==> src/design/vtfc_pkg.sv <==
// ----------------------------------------------------------------------------
// vtfc_pkg: shared types and constants for the VGA trace frame capture
// Event codes, config register indexes, gamma tables, queue entry layout and
// the constants of the constant-divisor column computation.
// ----------------------------------------------------------------------------
`default_nettype none

package vtfc_pkg;

  localparam int FRAME_WIDTH  = 800;
  localparam int FRAME_HEIGHT = 522;

  localparam logic [63:0] FS_PER_PIXEL = 64'd40000000;
  localparam logic [63:0] PS_PER_PIXEL = 64'd40000;

  // Elapsed time below this bound lands inside the frame width
  localparam logic [63:0] LIM_FS = 64'(FRAME_WIDTH) * FS_PER_PIXEL;
  localparam logic [63:0] LIM_PS = 64'(FRAME_WIDTH) * PS_PER_PIXEL;

  // Strip the power-of-two factor of the pixel period first
  localparam int SH_FS = 9;
  localparam int SH_PS = 6;
  localparam logic [63:0] DIV_FS = FS_PER_PIXEL >> SH_FS;
  localparam logic [63:0] DIV_PS = PS_PER_PIXEL >> SH_PS;
  localparam int DW = $clog2(DIV_FS + 64'd1);

  // Reduced dividend width for any in-range elapsed time
  localparam int VW = $clog2(64'(FRAME_WIDTH) * DIV_FS);

  // Reciprocal multipliers: estimate is exact or one low
  localparam int RS_FS = VW + 10;
  localparam int RS_PS = VW + 3;
  localparam logic [63:0] M_FS = (64'd1 << RS_FS) / DIV_FS;
  localparam logic [63:0] M_PS = (64'd1 << RS_PS) / DIV_PS;
  localparam int MW = $clog2(((M_FS > M_PS) ? M_FS : M_PS) + 64'd1);
  localparam int PW = VW + MW;
  localparam int QW = $clog2(FRAME_WIDTH + 1);

  localparam int QDEPTH = 4;
  localparam int QAW    = $clog2(QDEPTH);
  localparam int QCW    = $clog2(QDEPTH + 1);

  localparam logic [9:0] MIN_LINES_RESET = 10'd520;

  typedef enum logic [2:0] {
    CMD_STAMP = 3'd0,
    CMD_HSYNC = 3'd1,
    CMD_VSYNC = 3'd2,
    CMD_RED   = 3'd3,
    CMD_GREEN = 3'd4,
    CMD_BLUE  = 3'd5
  } cmd_t;

  typedef enum logic [1:0] {
    CFG_TIME_UNIT  = 2'd0,
    CFG_SINGLE_BIT = 2'd1,
    CFG_MIN_LINES  = 2'd2
  } cfg_idx_t;

  typedef enum logic {
    KIND_PIXEL = 1'b0,
    KIND_FRAME = 1'b1
  } kind_t;

  typedef struct packed {
    logic       time_unit;
    logic       single_bit_colour;
    logic [9:0] min_frame_lines;
  } cfg_t;

  typedef struct packed {
    kind_t      kind;
    logic [9:0] row;
    logic       row_ok;
    logic [7:0] red;
    logic [7:0] green;
    logic [7:0] blue;
    logic [7:0] frame;
  } meta_t;

  typedef struct packed {
    meta_t       meta;
    logic [63:0] diff;
  } entry_t;

  localparam logic [7:0] GAMMA3 [8] = '{8'd0, 8'd104, 8'd143, 8'd172,
                                        8'd194, 8'd215, 8'd234, 8'd251};
  localparam logic [7:0] GAMMA2 [4] = '{8'd0, 8'd146, 8'd197, 8'd238};

endpackage

`default_nettype wire

==> src/design/vtfc_front.sv <==
// ----------------------------------------------------------------------------
// vtfc_front: event decode and running trace state
// Tracks sync edges, line count, line start time and colour; pushes one
// queue request per timestamp and per frame end.
// ----------------------------------------------------------------------------
`default_nettype none

module vtfc_front (
  input  logic            clk,
  input  logic            rst,
  input  logic            in_valid,
  output logic            in_ready,
  input  logic [2:0]      command,
  input  logic [2:0]      level,
  input  logic            scalar_event,
  input  logic [63:0]     stamp,
  input  vtfc_pkg::cfg_t  cfg,
  input  logic            q_full,
  output logic            push,
  output vtfc_pkg::entry_t push_entry
);
  import vtfc_pkg::*;

  logic               hsync_prev, hsync_prev_next;
  logic               vsync_prev, vsync_prev_next;
  logic signed [10:0] line_count, line_count_next;
  logic [63:0]        line_start_time, line_start_time_next;
  logic [63:0]        current_time, current_time_next;
  logic [7:0]         red, red_next;
  logic [7:0]         green, green_next;
  logic [7:0]         blue, blue_next;
  logic [7:0]         frames_done, frames_done_next;
  logic               take;
  logic               row_ok;
  cmd_t               cmd;

  assign in_ready = !q_full;
  assign take     = in_valid && in_ready;
  assign cmd      = cmd_t'(command);
  assign row_ok   = !line_count[10] && (line_count < FRAME_HEIGHT);

  always_comb begin
    hsync_prev_next      = hsync_prev;
    vsync_prev_next      = vsync_prev;
    line_count_next      = line_count;
    line_start_time_next = line_start_time;
    current_time_next    = current_time;
    red_next             = red;
    green_next           = green;
    blue_next            = blue;
    frames_done_next     = frames_done;
    push                 = 1'b0;
    push_entry.meta.kind   = KIND_PIXEL;
    push_entry.meta.row    = line_count[9:0];
    push_entry.meta.row_ok = row_ok;
    push_entry.meta.red    = red;
    push_entry.meta.green  = green;
    push_entry.meta.blue   = blue;
    push_entry.meta.frame  = frames_done;
    push_entry.diff        = current_time - line_start_time;
    if (take) begin
      case (cmd)
        CMD_STAMP: begin
          push              = 1'b1;
          current_time_next = stamp;
        end
        CMD_HSYNC: begin
          // falling edge starts a new line
          if (!level[0] && hsync_prev) begin
            if (line_count < 11'sd1023) line_count_next = line_count + 11'sd1;
            line_start_time_next = current_time;
          end
          hsync_prev_next = level[0];
        end
        CMD_VSYNC: begin
          if (!level[0] && vsync_prev &&
              line_count >= $signed({1'b0, cfg.min_frame_lines})) begin
            push                  = 1'b1;
            push_entry.meta.kind  = KIND_FRAME;
            push_entry.meta.frame = frames_done + 8'd1;
            frames_done_next      = frames_done + 8'd1;
            line_count_next       = -11'sd1;
          end
          vsync_prev_next = level[0];
        end
        CMD_RED: begin
          if (!scalar_event) red_next = GAMMA3[level];
          else if (cfg.single_bit_colour) red_next = level[0] ? GAMMA3[7] : GAMMA3[0];
        end
        CMD_GREEN: begin
          if (!scalar_event) green_next = GAMMA3[level];
          else if (cfg.single_bit_colour) green_next = level[0] ? GAMMA3[7] : GAMMA3[0];
        end
        CMD_BLUE: begin
          if (!scalar_event) blue_next = GAMMA2[level[1:0]];
          else if (cfg.single_bit_colour) blue_next = level[0] ? GAMMA2[3] : GAMMA2[0];
        end
        default: begin
        end
      endcase
    end
  end

  always_ff @(posedge clk) begin
    if (rst) begin
      hsync_prev      <= 1'b0;
      vsync_prev      <= 1'b0;
      line_count      <= '0;
      line_start_time <= '0;
      current_time    <= '0;
      red             <= '0;
      green           <= '0;
      blue            <= '0;
      frames_done     <= '0;
    end else begin
      hsync_prev      <= hsync_prev_next;
      vsync_prev      <= vsync_prev_next;
      line_count      <= line_count_next;
      line_start_time <= line_start_time_next;
      current_time    <= current_time_next;
      red             <= red_next;
      green           <= green_next;
      blue            <= blue_next;
      frames_done     <= frames_done_next;
    end
  end

  a_line_floor: assert property (@(posedge clk) disable iff (rst)
    line_count[10] |-> line_count == -11'sd1)
    else $error("line count below minus one");

endmodule

`default_nettype wire

==> src/design/vtfc_queue.sv <==
// ----------------------------------------------------------------------------
// vtfc_queue: short request queue between front and back
// Four-entry FIFO with a fill count; head is read combinationally.
// ----------------------------------------------------------------------------
`default_nettype none

module vtfc_queue (
  input  logic             clk,
  input  logic             rst,
  input  logic             push,
  input  vtfc_pkg::entry_t push_entry,
  input  logic             pop,
  output vtfc_pkg::entry_t head,
  output logic             empty,
  output logic             full
);
  import vtfc_pkg::*;

  entry_t           slots [QDEPTH];
  logic [QAW-1:0]   wr_ptr;
  logic [QAW-1:0]   rd_ptr;
  logic [QCW-1:0]   count;

  assign head  = slots[rd_ptr];
  assign empty = (count == '0);
  assign full  = (count == QCW'(QDEPTH));

  always_ff @(posedge clk) begin
    if (push) slots[wr_ptr] <= push_entry;
  end

  always_ff @(posedge clk) begin
    if (rst) begin
      wr_ptr <= '0;
      rd_ptr <= '0;
      count  <= '0;
    end else begin
      if (push) wr_ptr <= wr_ptr + QAW'(1);
      if (pop) rd_ptr <= rd_ptr + QAW'(1);
      if (push && !pop) count <= count + QCW'(1);
      else if (pop && !push) count <= count - QCW'(1);
    end
  end

  a_no_overrun: assert property (@(posedge clk) disable iff (rst)
    full |-> !push)
    else $error("push into full queue");

  a_no_underrun: assert property (@(posedge clk) disable iff (rst)
    empty |-> !pop)
    else $error("pop from empty queue");

  a_fill: assert property (@(posedge clk) disable iff (rst)
    (push && !pop) |=> count == $past(count) + QCW'(1))
    else $error("fill count did not advance");

endmodule

`default_nettype wire

==> src/design/vtfc_back.sv <==
// ----------------------------------------------------------------------------
// vtfc_back: column computation and result register
// Range check, reciprocal multiply, remainder correction, output register.
// All stages advance together whenever the output register can take data.
// ----------------------------------------------------------------------------
`default_nettype none

module vtfc_back (
  input  logic             clk,
  input  logic             rst,
  input  vtfc_pkg::cfg_t   cfg,
  input  vtfc_pkg::entry_t head,
  input  logic             empty,
  output logic             pop,
  output logic             out_valid,
  input  logic             out_ready,
  output logic             result_kind,
  output logic [9:0]       column,
  output logic [9:0]       row,
  output logic [7:0]       red_out,
  output logic [7:0]       green_out,
  output logic [7:0]       blue_out,
  output logic             write_valid,
  output logic [7:0]       frame_number
);
  import vtfc_pkg::*;

  logic           advance;
  logic           head_in_range;
  logic [VW-1:0]  head_v;
  logic [MW-1:0]  mult_sel;
  logic [DW-1:0]  div_sel;

  logic           s1_valid, s2_valid, s3_valid;
  meta_t          s1_meta, s2_meta, s3_meta;
  logic           s1_in_range, s2_in_range, s3_in_range;
  logic [VW-1:0]  s1_v, s2_v, s3_v;
  logic [PW-1:0]  s2_prod;
  logic [QW-1:0]  q_est, s3_q;
  logic [QW+DW-1:0] qm_full;
  logic [VW-1:0]  s3_qm;
  logic [VW-1:0]  rem;
  logic [QW-1:0]  col;
  logic           pix_ok;

  assign advance = !out_valid || out_ready;
  assign pop     = advance && !empty;

  assign mult_sel = cfg.time_unit ? MW'(M_PS) : MW'(M_FS);
  assign div_sel  = cfg.time_unit ? DW'(DIV_PS) : DW'(DIV_FS);

  // Drop the power-of-two part of the period; value fits VW when in range
  assign head_in_range = head.diff < (cfg.time_unit ? LIM_PS : LIM_FS);
  assign head_v = cfg.time_unit ? head.diff[SH_PS +: VW] : head.diff[SH_FS +: VW];

  assign q_est   = cfg.time_unit ? QW'(s2_prod >> RS_PS) : QW'(s2_prod >> RS_FS);
  assign qm_full = (QW+DW)'(q_est) * (QW+DW)'(div_sel);

  // Estimate may be one low: correct with the remainder
  assign rem    = s3_v - s3_qm;
  assign col    = (rem >= VW'(div_sel)) ? s3_q + QW'(1) : s3_q;
  assign pix_ok = (s3_meta.kind == KIND_PIXEL) && s3_meta.row_ok && s3_in_range;

  always_ff @(posedge clk) begin
    if (rst) begin
      s1_valid  <= 1'b0;
      s2_valid  <= 1'b0;
      s3_valid  <= 1'b0;
      out_valid <= 1'b0;
    end else if (advance) begin
      s1_valid  <= !empty;
      s2_valid  <= s1_valid;
      s3_valid  <= s2_valid;
      out_valid <= s3_valid;
    end
  end

  always_ff @(posedge clk) begin
    if (advance) begin
      s1_meta     <= head.meta;
      s1_in_range <= head_in_range;
      s1_v        <= head_v;

      s2_meta     <= s1_meta;
      s2_in_range <= s1_in_range;
      s2_v        <= s1_v;
      s2_prod     <= PW'(s1_v) * PW'(mult_sel);

      s3_meta     <= s2_meta;
      s3_in_range <= s2_in_range;
      s3_v        <= s2_v;
      s3_q        <= q_est;
      s3_qm       <= VW'(qm_full);

      result_kind  <= s3_meta.kind;
      column       <= pix_ok ? 10'(col) : 10'd0;
      row          <= (pix_ok || s3_meta.kind == KIND_FRAME) ? s3_meta.row : 10'd0;
      red_out      <= s3_meta.red;
      green_out    <= s3_meta.green;
      blue_out     <= s3_meta.blue;
      write_valid  <= pix_ok;
      frame_number <= s3_meta.frame;
    end
  end

  a_write_inside: assert property (@(posedge clk) disable iff (rst)
    (out_valid && write_valid) |-> (result_kind == KIND_PIXEL && column < FRAME_WIDTH
                                    && row < FRAME_HEIGHT))
    else $error("valid write outside the frame");

  a_frame_end: assert property (@(posedge clk) disable iff (rst)
    (out_valid && result_kind == KIND_FRAME) |-> (column == 10'd0 && !write_valid))
    else $error("frame end carries pixel data");

endmodule

`default_nettype wire

==> src/design/vga_trace_frame_capture.sv <==
// Path: an accepted pixel or frame-end event is written to the request queue,
//   then passes stages s1, s2, s3 and the output register; other events give none.
// Throughput: one event per cycle; in_ready drops only when the 4-entry
//   request queue fills behind a stalled output.
// Reset: synchronous; clears trace state, queue and pipeline, and loads the
//   config defaults (fs units, vector colour only, 520 lines per frame).
// ----------------------------------------------------------------------------
// vga_trace_frame_capture: rebuild VGA frames from time-stamped events
// Config registers, event front end, request queue and column back end.
// ----------------------------------------------------------------------------
`default_nettype none

module vga_trace_frame_capture (
  input  logic        clk,
  input  logic        rst,
  input  logic        in_valid,
  output logic        in_ready,
  input  logic [2:0]  command,
  input  logic [2:0]  level,
  input  logic        scalar_event,
  input  logic [63:0] stamp,
  output logic        out_valid,
  input  logic        out_ready,
  output logic        result_kind,
  output logic [9:0]  column,
  output logic [9:0]  row,
  output logic [7:0]  red_out,
  output logic [7:0]  green_out,
  output logic [7:0]  blue_out,
  output logic        write_valid,
  output logic [7:0]  frame_number,
  input  logic        cfg_valid,
  output logic        cfg_ready,
  input  logic [1:0]  cfg_index,
  input  logic [9:0]  cfg_data
);
  import vtfc_pkg::*;

  cfg_t   cfg;
  logic   push;
  entry_t push_entry;
  logic   pop;
  entry_t head;
  logic   empty;
  logic   full;

  assign cfg_ready = 1'b1;

  always_ff @(posedge clk) begin
    if (rst) begin
      cfg.time_unit         <= 1'b0;
      cfg.single_bit_colour <= 1'b0;
      cfg.min_frame_lines   <= MIN_LINES_RESET;
    end else if (cfg_valid && cfg_ready) begin
      case (cfg_idx_t'(cfg_index))
        CFG_TIME_UNIT:  cfg.time_unit         <= cfg_data[0];
        CFG_SINGLE_BIT: cfg.single_bit_colour <= cfg_data[0];
        CFG_MIN_LINES:  cfg.min_frame_lines   <= cfg_data;
        default: begin
        end
      endcase
    end
  end

  vtfc_front u_front (
    .clk          (clk),
    .rst          (rst),
    .in_valid     (in_valid),
    .in_ready     (in_ready),
    .command      (command),
    .level        (level),
    .scalar_event (scalar_event),
    .stamp        (stamp),
    .cfg          (cfg),
    .q_full       (full),
    .push         (push),
    .push_entry   (push_entry)
  );

  vtfc_queue u_queue (
    .clk        (clk),
    .rst        (rst),
    .push       (push),
    .push_entry (push_entry),
    .pop        (pop),
    .head       (head),
    .empty      (empty),
    .full       (full)
  );

  vtfc_back u_back (
    .clk          (clk),
    .rst          (rst),
    .cfg          (cfg),
    .head         (head),
    .empty        (empty),
    .pop          (pop),
    .out_valid    (out_valid),
    .out_ready    (out_ready),
    .result_kind  (result_kind),
    .column       (column),
    .row          (row),
    .red_out      (red_out),
    .green_out    (green_out),
    .blue_out     (blue_out),
    .write_valid  (write_valid),
    .frame_number (frame_number)
  );

endmodule

`default_nettype wire
==> config.mk <==
export PLATFORM = sky130hd
export DESIGN_NAME = vga_trace_frame_capture
export DESIGN_NICKNAME = d
export VERILOG_FILES = /design/src/design/vtfc_pkg.sv /design/src/design/vtfc_front.sv /design/src/design/vtfc_queue.sv /design/src/design/vtfc_back.sv /design/src/design/vga_trace_frame_capture.sv
export SDC_FILE = /design/constraint.sdc
export NUM_CORES = 2
export LEC_CHECK = 0
export BUFFER_PORTS_ARGS = -buffer_cell sky130_fd_sc_hd__buf_2
export CAP_MARGIN = 20
export CORE_MARGIN = 10
export CORE_UTILIZATION = 41
export DETAILED_ROUTE_END_ITERATION = 12
export GPL_TIMING_DRIVEN = 0
export HOLD_SLACK_MARGIN = 0.12
export PLACE_DENSITY_LB_ADDON = 0.2
export SLEW_MARGIN = 20
export SYNTH_ARGS = -nofsm -noshare
export SYNTH_HDL_FRONTEND = slang
export SYNTH_SLANG_ARGS = --single-unit
==> constraint.sdc <==
create_clock -name clk -period 10.25 [get_ports clk]
set_input_delay 0.5125 -clock clk [delete_from_list [all_inputs] [get_ports clk]]
set_output_delay 0.5125 -clock clk [all_outputs]
set_load 0.005 [all_outputs]
* Word level (Yosys, flattened, before mapping)
Memory sizes are Yosys's and may differ from the RTL's. A register that Yosys moved wholly into a read port is not among the register bits.
Index checks and enable logic that the tools add are counted.
** Storage, ports and cells
- Bits in registers :: 545
- RAM bits :: 432
- Bits in read-only memories :: 64
- Input bits :: 88
- Output and inout bits :: 57
- Logic and storage cells :: 162
- Memories kept :: 2
** Cells by class
- Add/sub/neg operators :: 9
- Multipliers :: 2
- Order comparisons :: 7
- Eq/ne operators :: 12
- Multiplexer cells :: 35
- Bitwise gates (word level) :: 3
- Reductions and logical operators :: 35
** Memory list
- u_queue.slots :: depth 4, bits a word 108, read ports 1, clocked after Yosys merged registers in 1, write ports 1, RTL line vtfc_queue.sv:19 : entry_t slots [QDEPTH];
- (name not given) :: depth 8, bits a word 8, read ports 1, clocked after Yosys merged registers in 0, write ports 0, RTL line vtfc_front.sv:87 : if (!scalar_event) red_next = GAMMA3[level];
** Operator list (count)
- $mux W8 :: 13
- $lt A64 B64 Y1 :: 1
- $sub A64 B64 Y64 :: 1
- $mul A26 B20 Y46 :: 1
- $mux W35 :: 1
- $mux W11 :: 3
- $ge A26 B17 Y1 :: 1
- $mul A10 B17 Y26 :: 1
- $mux W26 :: 1
- $sub A26 B26 Y26 :: 1
- $lt A11 B11 Y1 const B :: 2
- $pmux W11 S2 :: 1
- $mux W10 :: 2
- $mux W17 :: 1
- $bmux W8 S2 :: 1
- $mux W15 :: 1
- $reduce_and A2 Y1 :: 6
- $reduce_and A3 Y1 :: 4
- $add A11 B2 Y11 const B :: 1
- $ge A11 B11 Y1 :: 1
- $add A10 B1 Y10 const B :: 1
- $logic_and A1 B1 Y1 :: 10
- $eq A3 B3 Y1 const B :: 3
- $add A8 B1 Y8 const B :: 1
- 23 further kinds :: 44

* Longest topological paths before layout
- Depth in word-level cells :: 10
- Gate-level depth with buffers :: 30
- Mapped depth without buffers :: 28

* Hierarchy
Synthesis repeated with hierarchy kept, for this count alone.
** Unflattened totals
- Cell total of the unflattened synthesis :: 4328
- Area, all modules :: 53995.5 um^2
** By module, submodules not included
- vtfc_back :: instances 1, cells each 2213, area each 26890.8 um^2, sequential area each 9629.2 um^2
- vtfc_queue :: instances 1, cells each 608, area each 15972.8 um^2, sequential area each 13152.6 um^2
- vtfc_front :: instances 1, cells each 1453, area each 10590.2 um^2, sequential area each 3423.3 um^2
- vga_trace_frame_capture :: instances 1, cells each 54, area each 541.8 um^2, sequential area each 240.2 um^2

* Worst setup path before layout
Ideal clock, no wire load.
- Kind :: input -> register
- From :: in out_ready
- To :: reg u_queue.count[2]
- Setup time :: 0.070 ns
- Arrival :: 9.042 ns
- Required time :: 10.180 ns
- Slack :: 1.137 ns
- Cell stages on the path :: 9
- Buffers on the path :: 0
- Cells stage by stage :: nor2b_1 inv_1 o31ai_1 ha_1 inv_1 fa_1 xor2_1 or3_1 a21oi_1
** On the way
- Word-level cells in the longest chain between the ends :: 5
** Ends and longest elaborated chain
- start: declaration :: RTL line vga_trace_frame_capture.sv:23 : input logic out_ready,
- $logic_or A1 B1 Y1 * :: RTL line vtfc_back.sv:46 : assign advance = !out_valid || out_ready;
- net u_back.advance :: RTL line vtfc_back.sv:28 : logic advance;
- $logic_and A1 B1 Y1 * :: RTL line vtfc_back.sv:47 : assign pop = advance && !empty;
- $logic_not A1 Y1 :: RTL line vtfc_queue.sv:40 : if (push && !pop) count <= count + QCW'(1);
- $logic_and A1 B1 Y1 :: RTL line vtfc_queue.sv:40
- $mux W3 / $reduce_bool A2 Y1 (equally long branches)
- end signal: assignment :: RTL line vtfc_queue.sv:40
- end signal: assignment :: RTL line vtfc_queue.sv:41 : else if (pop && !push) count <= count - QCW'(1);
- end: declaration :: RTL line vtfc_queue.sv:22 : logic [QCW-1:0] count;
The timed path passes the listed nets; every way through them passes the cells marked *.
A chain may end at the register's enable or synchronous reset.

* Worst setup path after layout
- From :: reg, netlist name cfg[11]
- To :: reg u_back.s2_prod[43] (data pin)
** On the way
- Word-level cells in the longest chain between the ends :: 2
** Ends and longest elaborated chain
- $mux W15 :: RTL line vtfc_back.sv:49 : assign mult_sel = cfg.time_unit ? MW'(M_PS) : MW'(M_FS);
- $mul A26 B20 Y46 :: RTL line vtfc_back.sv:87 : s2_prod <= PW'(s1_v) * PW'(mult_sel);
- end signal: assignment :: RTL line vtfc_back.sv:87
- end: declaration :: RTL line vtfc_back.sv:38 : logic [PW-1:0] s2_prod;
Every way passes these cells.

==> flow_summary_export.csv <==
group,metric,value,unit
routing,drt_pre_antenna_iters,5,
yosys,yosysSeqAreaShare,49.1,%
critical_path,required,10670,ps
clock_network,cts_buffers,96,
layout,final_cells,6250,
yosys,synth_cells,4195,
layout,fillers,11200,
clock_network,clock_path_buffers,3,
worst_hold_path,min_path_cells,3,
floorplan,rows,129,
grt,grt_util_all_layers,16.5,%
floorplan,core,124000,um^2
grt,grt_pass1_wl,182000,um
clock_network,clk_pin_slew,60,ps
sta,setup-violations-final,0,
critical_path,arrival,10250,ps
floorplan,chipWidth,374,um
yosys,synth-async-reset-ratio,0,%
floorplan,die_area,140000,um^2
grt,antenna_found_initial,1,
yosys,synth_area,51400,um^2
floorplan,initial_core_util,41.4,%
clock_network,post_cts.repair.setup_buffers,0,
routing,via_count,31200,
sta,slew_headroom,31.4,%
place,dp_hpwl,88500,um
yosys,synthMuxAreaShare,3.76,%
yosys,yosysUniqueCellTypes,86,
critical_path,startpoint_type,"flip-flop",
critical_path,ff2ff_setup_slack,430,ps
layout,layout.nets,5400,
place,portBuffers,141,
worst_hold_path,hold_end,"u_front.current_time[32]",
critical_path,reg2reg_to,"u_back.s2_prod[43]",
yosys,syn_area_per_cell,12.3,um^2
clock_network,htree_levels,3,
critical_path,end_kind,"flip-flop",
yosys,synth_top_cell_by_area,"edfxtp_1",
sta,drv_slew,0,
clock_network,cts_sinks,906,
routing,viasPerCell,4.99,
worst_hold_path,min-delay-start,"stamp[32]",
floorplan,die_h,374,um
worst_hold_path,hold_path.class,"in2reg",
yosys,synthAdderAreaFrac,23.8,%
yosys,yosysMostFrequentCell,"edfxtp_1",
run_status,status,"finished clean",
clock_network,cts_tree,"done",
routing,drc_errors,0,
routing,wirelength,116000,um
grt,grt_max_degree,110,
yosys,synth_ff_type,"edfxtp_1",
critical_path,reg2reg_depth,27,
sta,clock-skew-final,46.0,ps
clock_network,clk-insertion-delay-late,680,ps
sta,period_needed,9820,ps
clock_network,clock-root-buffer,"clkbuf_16",
job,drv_cap,0,
yosys,synth_edf_count,710,
sta,tightest_slew,1020,ps
routing,ant_nets,0,
yosys,ys_seq_elements,906,
yosys,synthTopCellsByArea,"edfxtp_1 (41%), fa_1 (13%), ha_1 (11%), dfxtp_1 (7.6%), inv_1 (4.2%)",
layout,drive_gt1_share,9.17,%
grt,first_global_vias,32000,
floorplan,pin_count,145,
yosys,yosysTopAreaCellShare,41.5,%
critical_path,worstSetupPathType,"reg2reg",
routing,drt_iter0_drc,1693,
sta,rsz0062_at_grt,"no",
sta,finalCritPeriodShare,95.8,%
grt,gr-total-overflow,0,
sta,finalHoldViolations,0,
layout,area_growth,13.7,%
yosys,synth_compound_area_share,7.14,%
yosys,synth_top_family_by_area,"adder cells",
place,finalWeightedCongestion,0.885,
yosys,synth-simple-area-share,8.28,%
critical_path,crit_fanout,16,
routing,wl_per_cell,18.6,um
critical_path,timing.rr.start,"cfg[11]",
place,placed_cells,5994,
yosys,synth_xor_area_share,2.60,%
sta,fmax,0.102,GHz
yosys,yosysWarnings,0,
yosys,synthTopCellsByCount,"edfxtp_1 (710), inv_1 (582), nand2_1 (476)",
==> state kept, by name, indices dropped and copies added (netlist names), 10 cells and up, named ones only <==
name	count
cfg	12
u_back.column	10
u_back.row	10
u_back.s1_meta	42
u_back.s1_v	26
u_back.s2_meta	42
u_back.s2_prod	20
u_back.s2_v	23
u_back.s3_meta	42
u_back.s3_qm	26
u_back.s3_v	26
u_front.current_time	64
u_front.line_count	11
u_front.line_start_time	64
u_queue.slots	400
==> area by class of cell <==
| type | instances | area (um^2) | share of cell area [%] |
|---|---|---|---|
| Sequential cell | 906 | 25200 | 43.2 |
| Multi-Input combinational cell | 2574 | 23500 | 40.2 |
| Clock buffer | 134 | 2660 | 4.55 |
| Inverter | 584 | 2200 | 3.76 |
| Tap cell | 1637 | 2050 | 3.50 |
| Timing Repair Buffer | 227 | 1730 | 2.95 |
| Buffer | 139 | 547 | 0.935 |
| Clock inverter | 48 | 543 | 0.929 |
| Antenna cell | 1 | 2.50 | 0.00428 |
==> through the flow <==
| step | util, % | setup WS, ps | TNS, ps | hold slack, ps | cell area, um^2 |
|---|---|---|---|---|---|
| detailed placement | 43.9 | 195 | 0 | 405 | 54500 |
| floorplan | - | 1140 | 0 | 400 | 51400 |
| global placement | 43.7 | -2570 | -16230 | 402 | 54200 |
| global route | 47.1 | 157 | 0 | 159 | 58500 |
| CTS | 47.1 | 182 | 0 | 131 | 58400 |
| finish | 47.1 | 428 | 0 | 179 | 58500 |
==> worst max path at each step <==
stage / from / end / slack [ps] / cells after the start
CTS: cfg[11] / u_back.s2_prod[43] / 180 / 27
global placement: out_ready / u_queue.count[2] / -2570 / 10
floorplan: out_ready / u_queue.count[2] / 1140 / 9
global route: cfg[11] / u_back.s2_prod[43] / 160 / 27
detailed placement: cfg[11] / u_back.s2_prod[43] / 200 / 27
finish: cfg[11] / u_back.s2_prod[43] / 430 / 27
==> what timing repair did <==
item                                   CTS  global route
endpoints found under the hold margin   72             0
gates resized for setup                  0             3
setup endpoints to repair                0             1
hold buffers                            72             0
==> routing by layer <==
metal / GRT usage [%] / part of all wire [%] / wire length (um)
met5: 0 / 0.0069 / 8
met4: 4.34 / 2.4 / 2830
met3: 2.55 / 4.4 / 5140
met2: 27.8 / 48 / 55600
met1: 22.1 / 45 / 52400
==> cells by family (layout without fill, tap and decap cells) <==
logic type / after synthesis / after routing
multiplexers: 103 / 103
flip-flops: 906 / 906
AND/OR/NAND/NOR: 935 / 935
XOR/XNOR: 152 / 152
adder cells (fa/ha/maj): 784 / 784
other: 2 / 11
AO/OA/AOI/OAI: 590 / 590
buffers and inverters: 723 / 1132
==> placed cells by master (no fill, tap or decap), types with 92 or more instances in the layout <==
master	instances
nand2_1	476
dfxtp_1	195
fa_1	323
nor2_1	155
clkbuf_1	145
o21ai_0	92
buf_2	145
ha_1	461
a21oi_1	262
clkbuf_16	98
edfxtp_1	710
inv_1	581
==> critical path, cell delays in order (launching register included) <==
cell and delay, ps:
dfxtp_2 490, buf_2 310, inv_1 480, clkdlybuf4s15_1 870
clkbuf_1 670, nand2_1 270, fa_1 570, fa_1 450
fa_1 520, inv_1 50, fa_1 460, fa_1 510
fa_1 540, inv_1 50, fa_1 500, inv_1 40
ha_1 310, a21o_1 160, a21o_1 170, a21oi_1 130
o21ai_0 300, a311oi_1 380, nor2_1 140, and4_1 250
or3_1 390, a21o_1 210, a211oi_1 240, nor2_1 80
Power is not shown: default switching activity piles up to over one toggle a cycle in this logic, so the estimate is an artifact.
